[config.mk]
export PLATFORM = sky130hd
export DESIGN_NAME = packet_ring_fifo
export DESIGN_NICKNAME = d
export VERILOG_FILES = /design/src/rtl/core/prf_pkg.sv /design/src/rtl/core/prf_front.sv /design/src/rtl/core/prf_back.sv /design/src/rtl/core/packet_ring_fifo.sv
export SDC_FILE = /design/constraint.sdc
export NUM_CORES = 1
export LEC_CHECK = 0
export ABC_CLOCK_PERIOD_IN_PS = 9210
export BUFFER_PORTS_ARGS = -buffer_cell sky130_fd_sc_hd__clkbuf_2
export CAP_MARGIN = 20
export CORE_ASPECT_RATIO = 1.2
export CORE_UTILIZATION = 55
export CTS_CLUSTER_SIZE = 24
export DETAILED_ROUTE_END_ITERATION = 16
export GPL_TIMING_DRIVEN = 0
export PLACE_DENSITY = 0.71
export SETUP_SLACK_MARGIN = 0.05
export SLEW_MARGIN = 20
export SYNTH_ARGS = -nofsm -noshare
export SYNTH_HDL_FRONTEND = slang
export SYNTH_SLANG_ARGS = --single-unit
[constraint.sdc]
create_clock -name clk_i -period 9.21 [get_ports clk_i]
set_clock_uncertainty 0.1 [all_clocks]
set_input_delay 2.763 -clock clk_i [delete_from_list [all_inputs] [get_ports clk_i]]
set_output_delay 2.763 -clock clk_i [all_outputs]
set_load 0.03 [all_outputs]
[src/rtl/core/prf_pkg.sv]
// Shared types and codes for the packet ring FIFO.
// Used by prf_front, prf_back and packet_ring_fifo; depends on nothing.
`default_nettype none

package prf_pkg;

  typedef enum logic [1:0] {
    OP_PUSH  = 2'd0,
    OP_POP   = 2'd1,
    OP_SNOOP = 2'd2,
    OP_DROP  = 2'd3
  } op_e;

  localparam logic [1:0] ST_OK    = 2'd0;
  localparam logic [1:0] ST_EMPTY = 2'd1;
  localparam logic [1:0] ST_FULL  = 2'd2;

  typedef struct packed {
    op_e        op;
    logic [7:0] data;
    logic       byte_valid;
    logic       last;
    logic [7:0] limit;
  } cmd_t;

endpackage

`default_nettype wire

[src/rtl/core/prf_front.sv]
// Front end: accepts command transactions, classifies them and holds them in a
// two-entry command queue for the back end. Depends on prf_pkg.
`default_nettype none

module prf_front (
  input  wire logic          clk_i,
  input  wire logic          rst_ni,
  input  wire logic          start_i,
  output logic               busy_o,
  input  wire logic [1:0]    kind_i,
  input  wire logic [7:0]    data_byte_i,
  input  wire logic          byte_valid_i,
  input  wire logic          last_i,
  input  wire logic [7:0]    read_limit_i,
  output logic               cmd_valid_o,
  output prf_pkg::cmd_t      cmd_o,
  input  wire logic          cmd_ready_i
);
  import prf_pkg::*;

  cmd_t       entry_q [2];
  cmd_t       cls_cmd;
  logic       wr_ptr_q, wr_ptr_d;
  logic       rd_ptr_q, rd_ptr_d;
  logic [1:0] cnt_q, cnt_d;
  logic       push, pop;

  // Only the fields that the operation uses are carried on.
  always_comb begin
    cls_cmd            = '0;
    cls_cmd.op         = op_e'(kind_i);
    unique case (cls_cmd.op)
      OP_PUSH: begin
        cls_cmd.data       = data_byte_i;
        cls_cmd.byte_valid = byte_valid_i;
        cls_cmd.last       = last_i;
      end
      OP_POP, OP_SNOOP: cls_cmd.limit = read_limit_i;
      OP_DROP: ;
      default: ;
    endcase
  end

  assign busy_o      = (cnt_q == 2'd2);
  assign push        = start_i && !busy_o;
  assign cmd_valid_o = (cnt_q != 2'd0);
  assign pop         = cmd_valid_o && cmd_ready_i;
  assign cmd_o       = entry_q[rd_ptr_q];

  always_comb begin
    wr_ptr_d = wr_ptr_q ^ push;
    rd_ptr_d = rd_ptr_q ^ pop;
    cnt_d    = cnt_q + {1'b0, push} - {1'b0, pop};
  end

  always_ff @(posedge clk_i or negedge rst_ni) begin
    if (!rst_ni) begin
      wr_ptr_q <= 1'b0;
      rd_ptr_q <= 1'b0;
      cnt_q    <= 2'd0;
    end else begin
      wr_ptr_q <= wr_ptr_d;
      rd_ptr_q <= rd_ptr_d;
      cnt_q    <= cnt_d;
    end
  end

  always_ff @(posedge clk_i) begin
    if (push) begin
      entry_q[wr_ptr_q] <= cls_cmd;
    end
  end

endmodule

`default_nettype wire

[src/rtl/core/prf_back.sv]
// Back end: executes queued commands against the packet and length memories,
// keeps the ring pointers and drives the result register. Depends on prf_pkg.
`default_nettype none

module prf_back #(
  parameter int SLOTS     = 8,
  parameter int PKT_BYTES = 16
) (
  input  wire logic          clk_i,
  input  wire logic          rst_ni,
  input  wire logic          cmd_valid_i,
  input  wire prf_pkg::cmd_t cmd_i,
  output logic               cmd_ready_o,
  input  wire logic          cfg_write_i,
  input  wire logic [3:0]    cfg_slots_i,
  output logic               res_valid_o,
  output logic [1:0]         status_o,
  output logic [7:0]         out_byte_o,
  output logic [4:0]         packet_length_o,
  output logic [3:0]         queue_depth_o,
  output logic               end_of_run_o
);
  import prf_pkg::*;

  localparam int SW = $clog2(SLOTS);
  localparam int CW = $clog2(SLOTS + 1);
  localparam int LW = $clog2(PKT_BYTES + 1);
  localparam int AW = $clog2(SLOTS * PKT_BYTES);
  localparam int UW = (CW > 4) ? CW : 4;
  localparam int RESET_SLOTS = (SLOTS < 8) ? SLOTS : 8;

  typedef enum logic [1:0] {S_IDLE, S_LEN, S_RUN} state_e;

  logic [7:0]    pkt_mem [SLOTS * PKT_BYTES];
  logic [LW-1:0] len_mem [SLOTS];

  state_e        state_q, state_d;
  logic [3:0]    slots_q, slots_d;
  logic [SW-1:0] wr_slot_q, wr_slot_d, rd_slot_q, rd_slot_d;
  logic [AW-1:0] wr_base_q, wr_base_d, rd_base_q, rd_base_d;
  logic [AW-1:0] run_base_q, run_base_d;
  logic [CW-1:0] count_q, count_d;
  logic [LW-1:0] bw_q, bw_d;
  logic          rej_q, rej_d;
  logic          pop_q, pop_d;
  logic [7:0]    limit_q, limit_d;
  logic [LW-1:0] n_q, n_d, idx_q, idx_d;
  logic          res_valid_q, res_valid_d;
  logic [1:0]    res_status_q, res_status_d;
  logic [4:0]    res_len_q, res_len_d;
  logic [3:0]    res_depth_q, res_depth_d;
  logic          res_end_q, res_end_d;
  logic          res_sel_q, res_sel_d;

  logic          pkt_we, len_we;
  logic [AW-1:0] pkt_waddr, pkt_raddr;
  logic [LW-1:0] len_wdata;
  logic [7:0]    rdata_q;
  logic [LW-1:0] len_rd_q;

  logic [UW-1:0] slots_ext;
  logic [CW-1:0] used;
  logic          wr_wrap, rd_wrap, open, reject, fits, run_end;
  logic [LW-1:0] bw_new;
  logic [7:0]    lim_len, run_len;

  // A register value of zero counts as one slot, and any value above SLOTS as SLOTS.
  always_comb begin
    slots_ext = UW'(slots_q);
    if (slots_ext == '0) begin
      used = CW'(1);
    end else if (slots_ext > UW'(SLOTS)) begin
      used = CW'(SLOTS);
    end else begin
      used = CW'(slots_ext);
    end
  end

  assign wr_wrap = (CW'(wr_slot_q) + CW'(1)) >= used;
  assign rd_wrap = (CW'(rd_slot_q) + CW'(1)) >= used;
  assign open    = rej_q || (bw_q != '0);
  assign reject  = rej_q || (!open && (count_q >= used));
  assign fits    = cmd_i.byte_valid && (bw_q < LW'(PKT_BYTES));
  assign bw_new  = fits ? bw_q + LW'(1) : bw_q;
  assign run_end = (idx_q + LW'(1)) == n_q;

  always_comb begin
    lim_len = (limit_q < 8'(len_rd_q)) ? limit_q : 8'(len_rd_q);
    run_len = (lim_len > 8'(PKT_BYTES)) ? 8'(PKT_BYTES) : lim_len;
  end

  assign cmd_ready_o = (state_q == S_IDLE);

  always_comb begin
    state_d      = state_q;
    slots_d      = slots_q;
    wr_slot_d    = wr_slot_q;
    rd_slot_d    = rd_slot_q;
    wr_base_d    = wr_base_q;
    rd_base_d    = rd_base_q;
    run_base_d   = run_base_q;
    count_d      = count_q;
    bw_d         = bw_q;
    rej_d        = rej_q;
    pop_d        = pop_q;
    limit_d      = limit_q;
    n_d          = n_q;
    idx_d        = idx_q;
    res_valid_d  = 1'b0;
    res_status_d = ST_OK;
    res_len_d    = '0;
    res_end_d    = 1'b1;
    res_sel_d    = 1'b0;
    pkt_we       = 1'b0;
    pkt_waddr    = wr_base_q + AW'(bw_q);
    len_we       = 1'b0;
    len_wdata    = bw_new;
    pkt_raddr    = run_base_q + AW'(idx_q);

    unique case (state_q)
      S_IDLE: begin
        if (cmd_valid_i) begin
          res_valid_d = 1'b1;
          if (cmd_i.op == OP_PUSH) begin
            if (reject) begin
              rej_d        = !cmd_i.last;
              res_status_d = ST_FULL;
            end else begin
              pkt_we = fits;
              bw_d   = bw_new;
              if (cmd_i.last) begin
                len_we    = 1'b1;
                wr_slot_d = wr_wrap ? '0 : wr_slot_q + SW'(1);
                wr_base_d = wr_wrap ? '0 : wr_base_q + AW'(PKT_BYTES);
                count_d   = count_q + CW'(1);
                bw_d      = '0;
              end
            end
          end else if (count_q == '0) begin
            res_status_d = ST_EMPTY;
          end else if (cmd_i.op == OP_DROP) begin
            rd_slot_d = rd_wrap ? '0 : rd_slot_q + SW'(1);
            rd_base_d = rd_wrap ? '0 : rd_base_q + AW'(PKT_BYTES);
            count_d   = count_q - CW'(1);
          end else begin
            // Pop or snoop: the stored length is read on this edge.
            res_valid_d = 1'b0;
            pop_d       = (cmd_i.op == OP_POP);
            limit_d     = cmd_i.limit;
            state_d     = S_LEN;
          end
        end
      end
      S_LEN: begin
        run_base_d = rd_base_q;
        if (pop_q) begin
          rd_slot_d = rd_wrap ? '0 : rd_slot_q + SW'(1);
          rd_base_d = rd_wrap ? '0 : rd_base_q + AW'(PKT_BYTES);
          count_d   = count_q - CW'(1);
        end
        if (run_len == 8'd0) begin
          res_valid_d = 1'b1;
          state_d     = S_IDLE;
        end else begin
          n_d     = LW'(run_len);
          idx_d   = '0;
          state_d = S_RUN;
        end
      end
      S_RUN: begin
        res_valid_d = 1'b1;
        res_sel_d   = 1'b1;
        res_len_d   = 5'(n_q);
        res_end_d   = run_end;
        idx_d       = idx_q + LW'(1);
        if (run_end) begin
          state_d = S_IDLE;
        end
      end
      default: state_d = S_IDLE;
    endcase

    // A register write empties the queue; write it only while idle, as nothing checks.
    if (cfg_write_i) begin
      slots_d   = cfg_slots_i;
      wr_slot_d = '0;
      rd_slot_d = '0;
      wr_base_d = '0;
      rd_base_d = '0;
      count_d   = '0;
      bw_d      = '0;
      rej_d     = 1'b0;
    end

    res_depth_d = 4'(count_d);
  end

  always_ff @(posedge clk_i or negedge rst_ni) begin
    if (!rst_ni) begin
      state_q      <= S_IDLE;
      slots_q      <= 4'(RESET_SLOTS);
      wr_slot_q    <= '0;
      rd_slot_q    <= '0;
      wr_base_q    <= '0;
      rd_base_q    <= '0;
      count_q      <= '0;
      bw_q         <= '0;
      rej_q        <= 1'b0;
      res_valid_q  <= 1'b0;
      run_base_q   <= '0;
      pop_q        <= 1'b0;
      limit_q      <= '0;
      n_q          <= '0;
      idx_q        <= '0;
      res_status_q <= ST_OK;
      res_len_q    <= '0;
      res_depth_q  <= '0;
      res_end_q    <= 1'b0;
      res_sel_q    <= 1'b0;
    end else begin
      state_q      <= state_d;
      slots_q      <= slots_d;
      wr_slot_q    <= wr_slot_d;
      rd_slot_q    <= rd_slot_d;
      wr_base_q    <= wr_base_d;
      rd_base_q    <= rd_base_d;
      count_q      <= count_d;
      bw_q         <= bw_d;
      rej_q        <= rej_d;
      res_valid_q  <= res_valid_d;
      run_base_q   <= run_base_d;
      pop_q        <= pop_d;
      limit_q      <= limit_d;
      n_q          <= n_d;
      idx_q        <= idx_d;
      res_status_q <= res_status_d;
      res_len_q    <= res_len_d;
      res_depth_q  <= res_depth_d;
      res_end_q    <= res_end_d;
      res_sel_q    <= res_sel_d;
    end
  end

  always_ff @(posedge clk_i) begin
    if (pkt_we) begin
      pkt_mem[pkt_waddr] <= cmd_i.data;
    end
    rdata_q <= pkt_mem[pkt_raddr];
  end

  always_ff @(posedge clk_i) begin
    if (len_we) begin
      len_mem[wr_slot_q] <= len_wdata;
    end
    len_rd_q <= len_mem[rd_slot_q];
  end

  assign res_valid_o     = res_valid_q;
  assign status_o        = res_status_q;
  assign out_byte_o      = res_sel_q ? rdata_q : 8'd0;
  assign packet_length_o = res_len_q;
  assign queue_depth_o   = res_depth_q;
  assign end_of_run_o    = res_end_q;

  a_count_bound : assert property (@(posedge clk_i) disable iff (!rst_ni)
    count_q <= CW'(SLOTS))
    else $error("packet count above the number of slots");

  a_reject_closed : assert property (@(posedge clk_i) disable iff (!rst_ni)
    rej_q |-> (bw_q == '0))
    else $error("bytes held while a packet is being rejected");

  a_run_emits : assert property (@(posedge clk_i) disable iff (!rst_ni)
    (state_q == S_RUN) |=> (res_valid_q && res_sel_q))
    else $error("run cycle without a byte result");

  a_byte_ok : assert property (@(posedge clk_i) disable iff (!rst_ni)
    (res_valid_q && res_sel_q) |-> (res_status_q == ST_OK && res_len_q != 5'd0 ||
                                    res_status_q == ST_OK && LW > 5))
    else $error("byte result with a bad status or length");

endmodule

`default_nettype wire

[src/rtl/core/packet_ring_fifo.sv]
// Top level of the packet ring FIFO: command front end, command queue and
// execution back end. Depends on prf_pkg, prf_front and prf_back.
//
//   channel   handshake                 payload
//   command   start_i / busy_o          kind_i, data_byte_i, byte_valid_i, last_i,
//                                       read_limit_i
//   result    out_strobe_o (one cycle)  status_o, out_byte_o, packet_length_o,
//                                       queue_depth_o, end_of_run_o
//   config    cfg_valid_i / cfg_ready_o cfg_data_i (slots in use)
//
// Push, drop and empty-queue commands give their result through the result
// register and can follow one another every cycle while the back end is idle.
// Pop and snoop go through the back end's length memory read, its length state,
// then one packet memory read per byte, each through the result register.
// busy_o rises while the two-entry command queue is full. The result side
// cannot stall. Reset clears pointers, counts and the slot register to
// min(SLOTS, 8); the packet and length memories need no clearing.
`default_nettype none

module packet_ring_fifo #(
  parameter int SLOTS     = 8,
  parameter int PKT_BYTES = 16
) (
  input  wire logic       clk_i,
  input  wire logic       rst_ni,
  input  wire logic       start_i,
  output logic            busy_o,
  input  wire logic [1:0] kind_i,
  input  wire logic [7:0] data_byte_i,
  input  wire logic       byte_valid_i,
  input  wire logic       last_i,
  input  wire logic [7:0] read_limit_i,
  output logic            out_strobe_o,
  output logic [1:0]      status_o,
  output logic [7:0]      out_byte_o,
  output logic [4:0]      packet_length_o,
  output logic [3:0]      queue_depth_o,
  output logic            end_of_run_o,
  input  wire logic       cfg_valid_i,
  output logic            cfg_ready_o,
  input  wire logic [3:0] cfg_data_i
);
  import prf_pkg::*;

  cmd_t cmd;
  logic cmd_valid;
  logic cmd_ready;

  assign cfg_ready_o = 1'b1;

  prf_front u_front (
    .clk_i        (clk_i),
    .rst_ni       (rst_ni),
    .start_i      (start_i),
    .busy_o       (busy_o),
    .kind_i       (kind_i),
    .data_byte_i  (data_byte_i),
    .byte_valid_i (byte_valid_i),
    .last_i       (last_i),
    .read_limit_i (read_limit_i),
    .cmd_valid_o  (cmd_valid),
    .cmd_o        (cmd),
    .cmd_ready_i  (cmd_ready)
  );

  prf_back #(
    .SLOTS     (SLOTS),
    .PKT_BYTES (PKT_BYTES)
  ) u_back (
    .clk_i           (clk_i),
    .rst_ni          (rst_ni),
    .cmd_valid_i     (cmd_valid),
    .cmd_i           (cmd),
    .cmd_ready_o     (cmd_ready),
    .cfg_write_i     (cfg_valid_i && cfg_ready_o),
    .cfg_slots_i     (cfg_data_i),
    .res_valid_o     (out_strobe_o),
    .status_o        (status_o),
    .out_byte_o      (out_byte_o),
    .packet_length_o (packet_length_o),
    .queue_depth_o   (queue_depth_o),
    .end_of_run_o    (end_of_run_o)
  );

endmodule

`default_nettype wire

==> flow_summary.yaml <==
run_status:
  status: "complete, no violations"
timing:
  fin_crit_ns: 4.95
  max_clock_freq_mhz: 202
  period_share_pct: 53.8
  rsz0062_at_grt: "no"
  setup_viol: 0
  fin_setup_tns_ns: 0
  max_slew_margin_pct: 15.5
  hold_violations: 0
  final_max_slew_viol_count: 0
  tightest_slew_ns: 1.27
synthesis:
  synth_edf_count: 1104
  yosysSeqAreaShare_pct: 75.1
  yosys-top-cells-area: "edfxtp_1, mux4_2, dfrtp_1, nor2_1, mux4_1"
  avgSynthCellArea_um2: 20.5
  yosysTopAreaCellShare_pct: 71.1
  ys_async_sr_fraction_pct: 5.42
  netlist_instances: 2279
  synth_area_um2: 46600
  synth_fp_nets: 2339
  yosys_most_used_dff: "edfxtp_1"
  synth.largest_area_cell: "edfxtp_1"
  synthDistinctLibCells: 66
  synth_seq_cells: 1181
  synth_warnings: 0
grt:
  grt_overflow_total: 0
  antenna_found_initial: 1
  track_usage_pct: 25.6
  grt_pass1_vias: 24200
  grt_first_pass_wirelength_mm: 158
  grt_max_degree: 129
place:
  dp_hpwl_mm: 69.2
  io_buffer_count: 48
  place_congestion: 0.893
  place_inst: 3456
  post_dp_cell_area_um2: 48600
detailed_routing:
  num_vias: 23200
  ant_nets: 0
  via_per_inst: 6.34
  detail_route.first_pass.iterations: 5
  route.detailed.drc: 0
  wl_per_cell_um: 29.0
  routed_wl_mm: 106
  drt-initial-drc-count: 2289
power:
  leakagePower_uw: 0.0167
  power_density_nw_per_um2: 304
  ir_drop_uv: 242
clocking:
  cts_buffers: 109
  cts_buffer_depth: 3
  worstSkewPairLatency_ns: 0.70
  cts_num_sinks: 1181
  ctsResizeCount: 0
  clk_pin_slew_worst_paths_ns: 0.06
  cts_setup_buffers: 0
  cts_tree: "done"
  h-tree-depth: 3
  cts-root-buf: "clkbuf_16"
  holdBufCountCts: 0
floorplan:
  chipWidth_um: 268
  dieArea_um2: 86000
  rows: 116
  start_util_pct: 55.7
  core_area_um2: 83700
  die_y_um: 321
  io-pin-count: 51
finish:
  final_cell_mix: "edfxtp_1, mux4_2, nor2_1, clkbuf_16"
  final_common_cell: "edfxtp_1"
  stdcell_count: 3660
  fill_cells: 5652
  area_growth_pct: 12.0
  antenna_cells: 0
  layout-drive-gt1-share_pct: 22.6
  nets: 2508
  finalInstanceArea_um2: 52200
hold_path:
  hold_path_class: "register to register"
worst_setup_path:
  r2r-end: "u_back.pkt_mem[60][5]$_DFFE_PP_"
  startpoint_type: "register"
  end_kind: "register"
  reg2reg_depth: 13
  critPathCapture: "u_back.pkt_mem[60][5]$_DFFE_PP_"
  required_ns: 9.41
  crit_fanout: 10
  worstSetupPathType: "register to register"
  arrival_ns: 5.15
  r2r-start: "u_back.slots_ext[1]$_DFFE_PN0P_"
  startpoint: "u_back.slots_ext[1]$_DFFE_PN0P_"
  r2r_slack_ns: 4.26
run:
  maxCapViolations: 0
-- cells by family after synthesis --
logic type               after synthesis  synth area share (%)
AO/OA/AOI/OAI                        181                  2.73
XOR/XNOR                              22                 0.413
adder cells (fa/ha/maj)               32                 0.859
buffers and inverters                132                  1.51
flip-flops                          1181                  75.1
multiplexers                         362                  15.8
other                                  1               0.00804
AND/OR/NAND/NOR                      368                  3.63
-- layout make-up --
type / instances / area (um^2) / area share, %
Buffer: 113 / 631 / 1.21
Tap cell: 1121 / 1400 / 2.68
Inverter: 19 / 71.3 / 0.137
Clock buffer: 142 / 2950 / 5.64
Timing Repair Buffer: 58 / 478 / 0.915
Sequential cell: 1181 / 35000 / 67.0
Clock inverter: 60 / 669 / 1.28
Multi-Input combinational cell: 966 / 11000 / 21.1
-- per-layer routing --
layer / GRT usage (%) / share of wire [%] / routed length (um)
met2: 40.9 / 49 / 52400
met5: 0 / 0 / 0
met1: 34.6 / 38 / 40400
met3: 4.15 / 7.7 / 8220
met4: 12.5 / 4.9 / 5150
-- through the flow --
step | total power, uW | setup slack, ns | hold WS [ns] | utilization, %
after global routing | 16400 | 3.99 | 0.409 | 62.4
after CTS | 15900 | 4.25 | 0.384 | 62.4
after global placement | 11200 | 4.26 | 0.379 | 57.6
after floorplan | 9770 | 4.94 | 0.349 | -
after detailed placement | 11500 | 4.16 | 0.369 | 58.0
final | 15900 | 4.26 | 0.378 | 62.4
-- cell usage after synthesis, types with 9 or more instances --
cell type and instances:
a211oi_1 9, a21oi_1 25, a221oi_1 24, and2_1 37, buf_2 22, buf_4 20
buf_6 10, clkbuf_1 49, dfrtp_1 63, dfxtp_1 13, edfxtp_1 1104, ha_1 32
inv_1 18, mux2_2 18, mux2i_1 54, mux4_1 21, mux4_2 269, nand2_1 76
nand2b_1 14, nand3_1 13, nor2_1 162, nor2b_1 10, nor3_1 15, o21ai_0 27
o21ai_1 9, o22ai_1 19, xnor2_1 11, xor2_1 11
-- report_power, final --
group	internal (uW)	switching, uW	leakage (uW)
logic	1790	2790	0.00406
clock network	2580	1960	0.00176
registers	6620	143	0.0109
total	11000	4890	0.0167
-- worst min path at each step --
stage,slack (ns),cells past startpoint,start,endpoint
floorplan,0.35,2,u_back.rd_base_q[6]$_DFFE_PN0P_,u_back.run_base_q[6]$_DFFE_PN0P_
global placement,0.38,2,u_back.run_base_q[4]$_DFFE_PN0P_,u_back.run_base_q[4]$_DFFE_PN0P_
detailed placement,0.37,2,u_back.run_base_q[4]$_DFFE_PN0P_,u_back.run_base_q[4]$_DFFE_PN0P_
CTS,0.38,2,u_back.run_base_q[4]$_DFFE_PN0P_,u_back.run_base_q[4]$_DFFE_PN0P_
global route,0.41,2,u_back.run_base_q[4]$_DFFE_PN0P_,u_back.run_base_q[4]$_DFFE_PN0P_
finish,0.38,2,u_back.run_base_q[4]$_DFFE_PN0P_,u_back.run_base_q[4]$_DFFE_PN0P_
-- registers in the layout (all words and copies together), names as in the netlist, 2 cells and up --
signal / count
u_back.len_rd_q: 5
u_back.pkt_mem: 1024
u_back.wr_base_q: 3
u_back.packet_length_o: 5
u_back.count_q: 4
u_back.limit_q: 8
u_back.status_o: 2
u_back.state_q: 2
u_front.entry_q: 40
u_back.rd_slot_q: 3
u_back.n_q: 5
u_front.cnt_q: 2
u_back.rdata_q: 8
u_back.idx_q: 5
u_back.rd_base_q: 3
u_back.wr_slot_q: 3
u_back.run_base_q: 3
u_back.slots_ext: 4
u_back.bw_q: 5
u_back.len_mem: 40
-- worst max-delay path: stages (launching register included) --
cell and delay (ns):
dfrtp_1 0.39, nor2_1 0.11, nor2_1 0.04, nor2_1 0.21, ha_1 0.28, nand2b_1 0.14, a211oi_1 0.22, o21bai_1 0.14
a21oi_1 0.18, and3_1 0.26, buf_2 0.23, nand4_1 0.68, clkbuf_1 0.73, nor2_1 0.85
Power figures use the tool's default switching activity.
